`config.mk`:
```
export PLATFORM = sky130hd
export DESIGN_NAME = rc_charge_time_sensor
export DESIGN_NICKNAME = d
export VERILOG_FILES = /design/src/design/rcts_pkg.sv /design/src/design/rcts_regs.sv /design/src/design/rcts_div.sv /design/src/design/rcts_ctrl.sv /design/src/design/rc_charge_time_sensor.sv
export SDC_FILE = /design/constraint.sdc
export NUM_CORES = 1
export LEC_CHECK = 0
export BUFFER_PORTS_ARGS = -buffer_cell sky130_fd_sc_hd__buf_2
export CAP_MARGIN = 20
export CORE_UTILIZATION = 26
export CTS_CLUSTER_DIAMETER = 60
export CTS_CLUSTER_SIZE = 30
export DETAILED_ROUTE_END_ITERATION = 6
export PLACE_DENSITY_LB_ADDON = 0.25
export SLEW_MARGIN = 15
export SYNTH_ARGS = -nofsm -noshare
export SYNTH_HDL_FRONTEND = slang
export SYNTH_HIERARCHICAL = 1
export SYNTH_SLANG_ARGS = --single-unit
```
`constraint.sdc`:
```
create_clock -name clk -period 11.5 [get_ports clk]
set_input_delay 2.3 -clock clk [delete_from_list [all_inputs] [get_ports clk]]
set_output_delay 2.3 -clock clk [all_outputs]
set_load 0.005 [all_outputs]
```
`src/design/rcts_pkg.sv`:
```
// Shared types and constants for the RC charge-time sensor.
// Used by the register file, the sequencer and the top level; no dependencies.
package rcts_pkg;

	localparam int SMP_W     = 16;
	localparam int TMO_W     = 20;
	localparam int RES_W     = 30;
	localparam int APB_DW    = 32;
	localparam int APB_AW    = 5;
	localparam int REG_IDX_W = 3;

	localparam logic [REG_IDX_W-1:0] REG_SAMPLE_COUNT  = 3'd0;
	localparam logic [REG_IDX_W-1:0] REG_CALIB_COUNT   = 3'd1;
	localparam logic [REG_IDX_W-1:0] REG_TIMEOUT_TICKS = 3'd2;
	localparam logic [REG_IDX_W-1:0] REG_DISCH_TICKS   = 3'd3;
	localparam logic [REG_IDX_W-1:0] REG_SETTLE_TICKS  = 3'd4;
	localparam logic [REG_IDX_W-1:0] REG_GAP_TICKS     = 3'd5;

	localparam logic [SMP_W-1:0] RST_SAMPLE_COUNT  = 16'd100;
	localparam logic [SMP_W-1:0] RST_CALIB_COUNT   = 16'd200;
	localparam logic [TMO_W-1:0] RST_TIMEOUT_TICKS = 20'd100000;
	localparam logic [SMP_W-1:0] RST_DISCH_TICKS   = 16'd1000;
	localparam logic [SMP_W-1:0] RST_SETTLE_TICKS  = 16'd10;
	localparam logic [SMP_W-1:0] RST_GAP_TICKS     = 16'd500;

	typedef struct packed {
		logic [SMP_W-1:0] sample_count;
		logic [SMP_W-1:0] calib_sample_count;
		logic [TMO_W-1:0] timeout_ticks;
		logic [SMP_W-1:0] discharge_ticks;
		logic [SMP_W-1:0] settle_ticks;
		logic [SMP_W-1:0] gap_ticks;
	} cfg_t;

endpackage

```
`src/design/rcts_regs.sv`:
```
// APB configuration registers of the RC charge-time sensor.
// Depends on rcts_pkg for the register map, reset values and cfg_t.
module rcts_regs (
	input  logic                         clk,
	input  logic                         arst_n,
	input  logic                         psel,
	input  logic                         penable,
	input  logic                         pwrite,
	input  logic [rcts_pkg::APB_AW-1:0]  paddr,
	input  logic [rcts_pkg::APB_DW-1:0]  pwdata,
	output logic [rcts_pkg::APB_DW-1:0]  prdata,
	output logic                         pready,
	output rcts_pkg::cfg_t               cfg
);
	import rcts_pkg::*;

	logic                 wr_en;
	logic [REG_IDX_W-1:0] reg_idx;
	cfg_t                 cfg_q;

	assign pready  = 1'b1;
	assign wr_en   = psel & penable & pwrite & pready;
	assign reg_idx = paddr[APB_AW-1:2];
	assign cfg     = cfg_q;

	always_ff @(posedge clk or negedge arst_n) begin
		if (!arst_n) begin
			cfg_q.sample_count       <= RST_SAMPLE_COUNT;
			cfg_q.calib_sample_count <= RST_CALIB_COUNT;
			cfg_q.timeout_ticks      <= RST_TIMEOUT_TICKS;
			cfg_q.discharge_ticks    <= RST_DISCH_TICKS;
			cfg_q.settle_ticks       <= RST_SETTLE_TICKS;
			cfg_q.gap_ticks          <= RST_GAP_TICKS;
		end else if (wr_en) begin
			unique case (reg_idx)
				REG_SAMPLE_COUNT:  cfg_q.sample_count       <= pwdata[SMP_W-1:0];
				REG_CALIB_COUNT:   cfg_q.calib_sample_count <= pwdata[SMP_W-1:0];
				REG_TIMEOUT_TICKS: cfg_q.timeout_ticks      <= pwdata[TMO_W-1:0];
				REG_DISCH_TICKS:   cfg_q.discharge_ticks    <= pwdata[SMP_W-1:0];
				REG_SETTLE_TICKS:  cfg_q.settle_ticks       <= pwdata[SMP_W-1:0];
				REG_GAP_TICKS:     cfg_q.gap_ticks          <= pwdata[SMP_W-1:0];
				default: ;
			endcase
		end
	end

	always_comb begin
		unique case (reg_idx)
			REG_SAMPLE_COUNT:  prdata = APB_DW'(cfg_q.sample_count);
			REG_CALIB_COUNT:   prdata = APB_DW'(cfg_q.calib_sample_count);
			REG_TIMEOUT_TICKS: prdata = APB_DW'(cfg_q.timeout_ticks);
			REG_DISCH_TICKS:   prdata = APB_DW'(cfg_q.discharge_ticks);
			REG_SETTLE_TICKS:  prdata = APB_DW'(cfg_q.settle_ticks);
			REG_GAP_TICKS:     prdata = APB_DW'(cfg_q.gap_ticks);
			default:           prdata = '0;
		endcase
	end

endmodule

```
`src/design/rcts_div.sv`:
```
// Shared restoring divider, one quotient bit per cycle.
// Depends on rcts_pkg for the divisor width.
module rcts_div #(
	parameter int DVD_W = 45
) (
	input  logic                       clk,
	input  logic                       arst_n,
	input  logic                       start,
	input  logic [DVD_W-1:0]           dividend,
	input  logic [rcts_pkg::SMP_W-1:0] divisor,
	output logic                       done,
	output logic [DVD_W-1:0]           quotient
);
	import rcts_pkg::*;

	localparam int CNT_W = $clog2(DVD_W + 1);

	logic             busy_q;
	logic             done_q;
	logic [CNT_W-1:0] cnt_q;
	logic [SMP_W-1:0] dsr_q;
	logic [SMP_W-1:0] rem_q;
	logic [DVD_W-1:0] quo_q;
	logic [SMP_W:0]   trial;

	assign trial    = {rem_q, quo_q[DVD_W-1]} - {1'b0, dsr_q};
	assign done     = done_q;
	assign quotient = quo_q;

	always_ff @(posedge clk or negedge arst_n) begin
		if (!arst_n) begin
			busy_q <= 1'b0;
			done_q <= 1'b0;
			cnt_q  <= '0;
		end else begin
			done_q <= 1'b0;
			if (start) begin
				busy_q <= 1'b1;
				cnt_q  <= CNT_W'(DVD_W);
			end else if (busy_q) begin
				cnt_q <= cnt_q - CNT_W'(1);
				if (cnt_q == CNT_W'(1)) begin
					busy_q <= 1'b0;
					done_q <= 1'b1;
				end
			end
		end
	end

	always_ff @(posedge clk) begin
		if (start) begin
			quo_q <= dividend;
			dsr_q <= divisor;
			rem_q <= '0;
		end else if (busy_q) begin
			if (!trial[SMP_W]) begin
				rem_q <= trial[SMP_W-1:0];
				quo_q <= {quo_q[DVD_W-2:0], 1'b1};
			end else begin
				rem_q <= {rem_q[SMP_W-2:0], quo_q[DVD_W-1]};
				quo_q <= {quo_q[DVD_W-2:0], 1'b0};
			end
		end
	end

endmodule

```
`src/design/rcts_ctrl.sv`:
```
// Tick sequencer of the RC charge-time sensor: phase state, sample
// accumulation, baseline and result logic, output register.
// Depends on rcts_pkg; drives the shared divider rcts_div.
module rcts_ctrl #(
	parameter int FRAC_BITS   = 8,
	parameter int COUNT_WIDTH = 20,
	parameter int DVD_W       = COUNT_WIDTH + 17 + FRAC_BITS
) (
	input  logic                       clk,
	input  logic                       arst_n,
	input  rcts_pkg::cfg_t             cfg,
	input  logic                       in_valid,
	output logic                       in_stall,
	input  logic                       sense_a,
	input  logic                       sense_b,
	input  logic                       start_req,
	output logic                       out_valid,
	input  logic                       out_stall,
	output logic                       charge_a,
	output logic                       charge_b,
	output logic                       discharge_a,
	output logic                       discharge_b,
	output logic                       busy_res,
	output logic                       result_valid,
	output logic                       calibrated,
	output logic [rcts_pkg::RES_W-1:0] result_value,
	output logic                       div_start,
	output logic [DVD_W-1:0]           div_dividend,
	output logic [rcts_pkg::SMP_W-1:0] div_divisor,
	input  logic                       div_done,
	input  logic [DVD_W-1:0]           div_quotient
);
	import rcts_pkg::*;

	localparam int CW    = COUNT_WIDTH;
	localparam int SMPL_W = CW + 1;
	localparam int ACC_W = CW + 17;
	localparam int SUM_W = DVD_W + 2;
	localparam int EXT_W = (CW > TMO_W) ? CW : TMO_W;

	typedef enum logic [4:0] {
		PH_IDLE   = 5'b00001,
		PH_DISCH  = 5'b00010,
		PH_SETTLE = 5'b00100,
		PH_CHARGE = 5'b01000,
		PH_GAP    = 5'b10000
	} phase_t;

	typedef enum logic [2:0] {
		SQ_IDLE = 3'b001,
		SQ_DIV  = 3'b010,
		SQ_EMIT = 3'b100
	} seq_t;

	seq_t              seq_q;
	phase_t            phase_q, ph_d;
	logic              ch_q, ch_d;
	logic              have_q;
	logic [CW-1:0]     cnt_q, cnt_d, cnt_inc;
	logic [SMP_W-1:0]  idx_q, idx_d, idx_inc;
	logic [ACC_W-1:0]  acc_q, acc_d, acc_add;
	logic [DVD_W-1:0]  avg_a_q, base_a_q, base_b_q;
	logic              res_valid_q;
	logic [RES_W-1:0]  res_value_q;
	logic              fin_d;

	logic              accept;
	logic              sense;
	logic [SMP_W-1:0]  n_raw, n_run;
	logic [EXT_W-1:0]  tmo_ext, cmax_ext;
	logic [CW-1:0]     tmo;
	logic [SMPL_W-1:0] smp;
	logic              cnt_done_d, cnt_done_s, cnt_done_g;

	logic [DVD_W:0]            diff_a, diff_b;
	logic [SUM_W-1:0]          sum;
	logic [SUM_W-RES_W:0]      sum_hi;
	logic [RES_W-1:0]          sat;

	logic              out_valid_q;
	logic              chg_a_q, chg_b_q, dis_a_q, dis_b_q, busy_q, rv_q, cal_q;
	logic [RES_W-1:0]  rval_q;

	assign accept   = in_valid & ~in_stall;
	assign in_stall = (seq_q != SQ_IDLE);

	assign sense    = ch_q ? sense_b : sense_a;
	assign n_raw    = have_q ? cfg.sample_count : cfg.calib_sample_count;
	assign n_run    = (n_raw == '0) ? SMP_W'(1) : n_raw;
	assign tmo_ext  = EXT_W'(cfg.timeout_ticks);
	assign cmax_ext = EXT_W'({CW{1'b1}});
	assign tmo      = (tmo_ext > cmax_ext) ? {CW{1'b1}} : tmo_ext[CW-1:0];
	assign cnt_inc  = cnt_q + CW'(1);
	assign idx_inc  = idx_q + SMP_W'(1);
	assign cnt_done_d = (cnt_inc >= CW'(cfg.discharge_ticks));
	assign cnt_done_s = (cnt_inc >= CW'(cfg.settle_ticks));
	assign cnt_done_g = (cnt_inc >= CW'(cfg.gap_ticks));
	assign smp      = sense ? (SMPL_W'(cnt_q) + SMPL_W'(1)) : SMPL_W'(tmo);
	assign acc_add  = acc_q + ACC_W'(smp);

	always_comb begin
		ph_d  = phase_q;
		cnt_d = cnt_q;
		ch_d  = ch_q;
		idx_d = idx_q;
		acc_d = acc_q;
		fin_d = 1'b0;
		unique case (phase_q)
			PH_IDLE: begin
				if (start_req) begin
					ch_d  = 1'b0;
					idx_d = '0;
					acc_d = '0;
					ph_d  = PH_DISCH;
					cnt_d = '0;
				end
			end
			PH_DISCH: begin
				cnt_d = cnt_inc;
				if (cnt_done_d) begin
					ph_d  = (cfg.settle_ticks == '0) ? PH_CHARGE : PH_SETTLE;
					cnt_d = '0;
				end
			end
			PH_SETTLE: begin
				cnt_d = cnt_inc;
				if (cnt_done_s) begin
					ph_d  = PH_CHARGE;
					cnt_d = '0;
				end
			end
			PH_CHARGE: begin
				if (sense || cnt_q >= tmo) begin
					acc_d = acc_add;
					idx_d = idx_inc;
					cnt_d = '0;
					if (cfg.gap_ticks != '0) begin
						ph_d = PH_GAP;
					end else if (idx_inc >= n_run) begin
						fin_d = 1'b1;
					end else begin
						ph_d = PH_DISCH;
					end
				end else begin
					cnt_d = cnt_inc;
				end
			end
			PH_GAP: begin
				cnt_d = cnt_inc;
				if (cnt_done_g) begin
					cnt_d = '0;
					if (idx_q >= n_run) begin
						fin_d = 1'b1;
					end else begin
						ph_d = PH_DISCH;
					end
				end
			end
			default: begin
				ph_d  = PH_IDLE;
				cnt_d = '0;
				ch_d  = 1'b0;
			end
		endcase
	end

	assign div_start    = accept & fin_d;
	assign div_dividend = DVD_W'(acc_d) << FRAC_BITS;
	assign div_divisor  = n_run;

	assign diff_a = {1'b0, avg_a_q} - {1'b0, base_a_q};
	assign diff_b = {1'b0, div_quotient} - {1'b0, base_b_q};
	assign sum    = {diff_a[DVD_W], diff_a} + {diff_b[DVD_W], diff_b};
	assign sum_hi = sum[SUM_W-1:RES_W-1];

	always_comb begin
		if ((&sum_hi) || ~(|sum_hi)) begin
			sat = sum[RES_W-1:0];
		end else if (sum[SUM_W-1]) begin
			sat = {1'b1, {(RES_W-1){1'b0}}};
		end else begin
			sat = {1'b0, {(RES_W-1){1'b1}}};
		end
	end

	always_ff @(posedge clk or negedge arst_n) begin
		if (!arst_n) begin
			seq_q       <= SQ_IDLE;
			phase_q     <= PH_IDLE;
			ch_q        <= 1'b0;
			have_q      <= 1'b0;
			cnt_q       <= '0;
			idx_q       <= '0;
			acc_q       <= '0;
			avg_a_q     <= '0;
			base_a_q    <= '0;
			base_b_q    <= '0;
			res_valid_q <= 1'b0;
			res_value_q <= '0;
			out_valid_q <= 1'b0;
		end else begin
			if (seq_q == SQ_EMIT && (!out_valid_q || !out_stall)) begin
				out_valid_q <= 1'b1;
			end else if (out_valid_q && !out_stall) begin
				out_valid_q <= 1'b0;
			end
			unique case (seq_q)
				SQ_IDLE: begin
					if (accept) begin
						phase_q     <= ph_d;
						cnt_q       <= cnt_d;
						ch_q        <= ch_d;
						idx_q       <= idx_d;
						acc_q       <= acc_d;
						res_valid_q <= 1'b0;
						res_value_q <= '0;
						seq_q       <= fin_d ? SQ_DIV : SQ_EMIT;
					end
				end
				SQ_DIV: begin
					if (div_done) begin
						cnt_q <= '0;
						if (!ch_q) begin
							avg_a_q <= div_quotient;
							ch_q    <= 1'b1;
							idx_q   <= '0;
							acc_q   <= '0;
							phase_q <= PH_DISCH;
						end else begin
							phase_q <= PH_IDLE;
							ch_q    <= 1'b0;
							if (!have_q) begin
								base_a_q <= avg_a_q;
								base_b_q <= div_quotient;
								have_q   <= 1'b1;
							end else begin
								res_valid_q <= 1'b1;
								res_value_q <= sat;
							end
						end
						seq_q <= SQ_EMIT;
					end
				end
				SQ_EMIT: begin
					if (!out_valid_q || !out_stall) begin
						seq_q <= SQ_IDLE;
					end
				end
				default: seq_q <= SQ_IDLE;
			endcase
		end
	end

	always_ff @(posedge clk) begin
		if (seq_q == SQ_EMIT && (!out_valid_q || !out_stall)) begin
			chg_a_q <= (phase_q == PH_CHARGE) && !ch_q;
			chg_b_q <= (phase_q == PH_CHARGE) && ch_q;
			dis_a_q <= (phase_q == PH_DISCH) && !ch_q;
			dis_b_q <= (phase_q == PH_DISCH) && ch_q;
			busy_q  <= (phase_q != PH_IDLE);
			rv_q    <= res_valid_q;
			cal_q   <= have_q;
			rval_q  <= res_value_q;
		end
	end

	assign out_valid    = out_valid_q;
	assign charge_a     = chg_a_q;
	assign charge_b     = chg_b_q;
	assign discharge_a  = dis_a_q;
	assign discharge_b  = dis_b_q;
	assign busy_res     = busy_q;
	assign result_valid = rv_q;
	assign calibrated   = cal_q;
	assign result_value = rval_q;

endmodule

```
`src/design/rc_charge_time_sensor.sv`:
```
// Top level of the RC charge-time capacitance sensor.
// Depends on rcts_pkg, rcts_regs, rcts_div and rcts_ctrl.
//
//   channel   handshake            payload
//   input     in_valid / in_stall  sense_a, sense_b, start_req (one 1 MHz tick)
//   output    out_valid/ out_stall charge_a/b, discharge_a/b, busy_res,
//                                  result_valid, calibrated, result_value
//   config    APB psel/penable     paddr, pwdata, prdata, pready
//
// An accepted tick is registered and then loaded into the output register; a tick that
// ends a channel first waits for the bit-serial divider to form the channel average.
// in_stall is high from the cycle after an accepted transaction until its result
// enters the output register; a stalled output holds the block in that last step.
// Reset clears the run state, baselines and configuration to their defaults.
module rc_charge_time_sensor #(
	parameter int FRAC_BITS   = 8,
	parameter int COUNT_WIDTH = 20
) (
	input  logic                         clk,
	input  logic                         arst_n,
	input  logic                         in_valid,
	output logic                         in_stall,
	input  logic                         sense_a,
	input  logic                         sense_b,
	input  logic                         start_req,
	output logic                         out_valid,
	input  logic                         out_stall,
	output logic                         charge_a,
	output logic                         charge_b,
	output logic                         discharge_a,
	output logic                         discharge_b,
	output logic                         busy_res,
	output logic                         result_valid,
	output logic                         calibrated,
	output logic [rcts_pkg::RES_W-1:0]   result_value,
	input  logic                         psel,
	input  logic                         penable,
	input  logic                         pwrite,
	input  logic [rcts_pkg::APB_AW-1:0]  paddr,
	input  logic [rcts_pkg::APB_DW-1:0]  pwdata,
	output logic [rcts_pkg::APB_DW-1:0]  prdata,
	output logic                         pready
);
	import rcts_pkg::*;

	localparam int DVD_W = COUNT_WIDTH + 17 + FRAC_BITS;

	cfg_t             cfg;
	logic             div_start;
	logic             div_done;
	logic [DVD_W-1:0] div_dividend;
	logic [DVD_W-1:0] div_quotient;
	logic [SMP_W-1:0] div_divisor;

	rcts_regs u_regs (
		.clk     (clk),
		.arst_n  (arst_n),
		.psel    (psel),
		.penable (penable),
		.pwrite  (pwrite),
		.paddr   (paddr),
		.pwdata  (pwdata),
		.prdata  (prdata),
		.pready  (pready),
		.cfg     (cfg)
	);

	rcts_div #(
		.DVD_W (DVD_W)
	) u_div (
		.clk      (clk),
		.arst_n   (arst_n),
		.start    (div_start),
		.dividend (div_dividend),
		.divisor  (div_divisor),
		.done     (div_done),
		.quotient (div_quotient)
	);

	rcts_ctrl #(
		.FRAC_BITS   (FRAC_BITS),
		.COUNT_WIDTH (COUNT_WIDTH),
		.DVD_W       (DVD_W)
	) u_ctrl (
		.clk          (clk),
		.arst_n       (arst_n),
		.cfg          (cfg),
		.in_valid     (in_valid),
		.in_stall     (in_stall),
		.sense_a      (sense_a),
		.sense_b      (sense_b),
		.start_req    (start_req),
		.out_valid    (out_valid),
		.out_stall    (out_stall),
		.charge_a     (charge_a),
		.charge_b     (charge_b),
		.discharge_a  (discharge_a),
		.discharge_b  (discharge_b),
		.busy_res     (busy_res),
		.result_valid (result_valid),
		.calibrated   (calibrated),
		.result_value (result_value),
		.div_start    (div_start),
		.div_dividend (div_dividend),
		.div_divisor  (div_divisor),
		.div_done     (div_done),
		.div_quotient (div_quotient)
	);

endmodule

```
==> results.txt <==
status: completed
H-tree depth: 2
final setup fails: 0
FF-to-FF End: u_ctrl/res_value_q[13]
peak fanout along the critical path: 29
min cycle time layout: 7.60 ns
Slew Viols, Final: 0
sequential area share after synthesis: 0.374
number of global-route vias before repair: 24300
r2r startpoint: u_div/quotient[1]
post-CTS setup buffer count: 0
fill count: 13100
Finished Core Util: 0.299
Pre-antenna DRT Iters: 5
FMAX: 0.132 GHz
proportion of layout cells with a drive suffix above 1: 0.171
Max Root-Sink Buffers: 3
Power Density: 143 nW/um^2
Final TNS setup: 0 ns
synth unique cells: 97
Async SR Flop Fraction: 0.758
Mapped Cells: 3415
Routed Antenna Nets: 0
Area growth syn-to-layout: 13.4%
RSZ-0062 raised after global routing: false
core area: 124000 sq um
met1 GRT Util: 0.198
synth warn: 6
Hold EP: u_ctrl/result_value[23]
R2R Setup Slk: 3.90 ns
synthesized area per cell: 9.61 sq um
met2 Usage GRT: 0.207
most frequent cells in the layout: dfrtp_1, mux2_2, ha_1
DRT iter0 DRCs: 1352
register bit count reported by yosys: 472
largest net degree at the start of global routing: 75
Layout Skew: 0.0272 ns
DRC: 0
Setup CP Type: reg -> reg
GR peak layer: met2
die area: 128000 sq um
Vias: 24800
Final nets: 3797
die outline height: 357 microns
wire per inst: 16.9 microns
hold depth: 0
cells on worst reg2reg path: 22
Worst Tran Pin Value: 1.10 ns
clock sink count: 472
CTS tree: done
post-DP HPWL: 65600 microns
Clock Tree Root: clkbuf_16
clock buffer count from CTS: 60
CP Launch Type: flop
Reg clk slew, reported paths: 0.07 ns
DIE WIDTH: 357 microns
Post-synth top flop: dfrtp_1
CP required: 12.07 ns
number of placement rows: 129
top cell type's share of synthesized area: 0.252
worst hold path class: reg -> reg
Leakage Power: 0.0167 uW
Max rail drop VDD: 0.131 mV
first-pass GRT wire length: 139000 microns
Hold Slack: 0.450 ns
Netlist Area Pre-Place: 32800 sq um
initial antenna violation count: 6
Tot GR Track Use: 0.136
CP endpoint kind: flop
Fin. Hold Viols: 0
routability cong.: 0.804
Clock Latency Late Sink: 0.67 ns
number of enable flip-flop cells after synthesis: 98
Reg area: 12300 sq um
GR Overflow Total: 0
Min-Delay Startpoint: u_ctrl/res_value_q[23]
leading cell type in the layout, fill and taps excluded: dfrtp_1
Period Utilization, post-route: 0.661
Slew HR: 0.246
IO Port Bufs: 91
Initial Utilization: 0.264
IO Count: 119
Max Cap Viol: 0
cts repair resizes: 0
Post-CTS Hold Buffers: 0
final WL: 87200 microns
area leader, netlist: dfrtp_1
via density per instance: 4.81
CP arrival: 8.17 ns
met3 GRT Util: 0.0192
multi-input logic area: 19000 sq um
Synth area leaders: dfrtp_1, ha_1, mux2_2
[worst max path at each step]
stage,slack (ns),start,cells after the start,endpoint
after floorplan,4.76,sense_b,21,u_div/quotient[43]
after global placement,3.96,u_div/quotient[1],22,u_ctrl/res_value_q[3]
after detailed placement,3.92,u_div/quotient[1],22,u_ctrl/res_value_q[10]
after CTS,3.90,u_div/quotient[1],22,u_ctrl/res_value_q[10]
after global routing,3.48,u_div/quotient[0],28,u_ctrl/res_value_q[10]
final,3.90,u_div/quotient[1],22,u_ctrl/res_value_q[13]
[power by group]
part           leakage, uW  internal, uW  switching [uW]
Combinational      0.00984           520             762
Clock              0.00106          1070             952
Sequential         0.00582          1870             158
Total               0.0167          3460            1870
[cells by family (layout without fill, tap and decap cells)]
logic type	after synthesis	in the layout	share of synthesized area
simple gates	813	813	0.123
xor+xnor	184	184	0.0497
mux	344	344	0.117
buf+inv	416	503	0.0523
fa+ha+maj	282	282	0.109
compound gates	901	901	0.175
other cells	3	23	0.000343
flops	472	472	0.374
[registers in the layout, summed over array words and instances (netlist names), 3 cells and up]
signal	cells
u_ctrl/res_value_q	30
u_ctrl/avg_a_q	45
u_ctrl/idx_q	16
u_div/quotient	45
u_div/rem_q	16
u_ctrl/cnt_q	20
u_ctrl/result_value	30
u_ctrl/acc_q	37
u_ctrl/phase_q	5
u_ctrl/seq_q	3
u_ctrl/base_b_q	45
u_ctrl/base_a_q	45
u_div/dsr_q	16
u_regs/cfg	100
u_div/cnt_q	6
[worst max-delay path, cell delays in order, from the launching register on]
cell and delay [ns]:
edfxtp_1 0.46, ha_1 0.31, nor2b_1 0.14, o31ai_1 0.36
a21oi_1 0.23, a2111oi_0 0.98, nor3_1 0.17, a211oi_1 0.72
xnor2_1 0.23, ha_1 0.45, a21oi_1 0.30, a21oi_1 0.11
nor2_1 0.16, o31a_1 0.15, o21ai_0 0.18, a221oi_1 0.63
xor2_1 0.12, or4_1 0.49, or4_1 0.47, nor4_1 0.33
a31oi_2 0.06, buf_4 0.25, o21ai_0 0.18
[area by class of cell]
| type | instances | share of cell area |
|---|---|---|
| Clock buffer | 61 | 0.0407 |
| Antenna cell | 2 | 0.000135 |
| Multi-Input combinational cell | 2545 | 0.510 |
| Sequential cell | 472 | 0.330 |
| Clock inverter | 53 | 0.0177 |
| Timing Repair Buffer | 123 | 0.0199 |
| Inverter | 266 | 0.0268 |
| Tap cell | 1637 | 0.0551 |
[cells in the mapped netlist, types with 26 or more instances]
master / instances
a21o_1: 109
clkbuf_1: 94
ha_1: 277
inv_1: 266
a22o_1: 36
mux2_2: 288
o31ai_1: 29
nor2_1: 184
xor2_1: 70
nand2_1: 231
a211oi_1: 37
nand4_1: 33
o21a_1: 27
o21ai_0: 224
a21oi_1: 249
nor3_1: 42
nand2b_1: 46
xnor2_1: 113
nor4_1: 26
nand3_1: 79
a31oi_1: 33
edfxtp_1: 98
nor2b_1: 33
dfrtp_1: 330
dfstp_2: 28
and3_1: 40
mux2i_1: 46
[metal layers]
metal,wire length (microns),part of all wire
met3,3440,0.039
met2,37200,0.43
met1,44300,0.51
met5,36,0.00041
met4,2330,0.027
[stage by stage]
step / setup WS (ns) / power (uW) / instance area (sq um) / instances
3_5_place_dp: 3.92 / 3340 / 35000 / 5041
3_3_place_gp: 3.96 / 3330 / 35000 / 5040
4_1_cts: 3.90 / 5410 / 37100 / 5155
6_report: 3.90 / 5330 / 37200 / 5159
5_1_grt: 3.48 / 5640 / 37200 / 5157
2_1_floorplan: 4.76 / 2930 / 32900 / 3433
No activity file was read; power rests on OpenSTA's default activity.
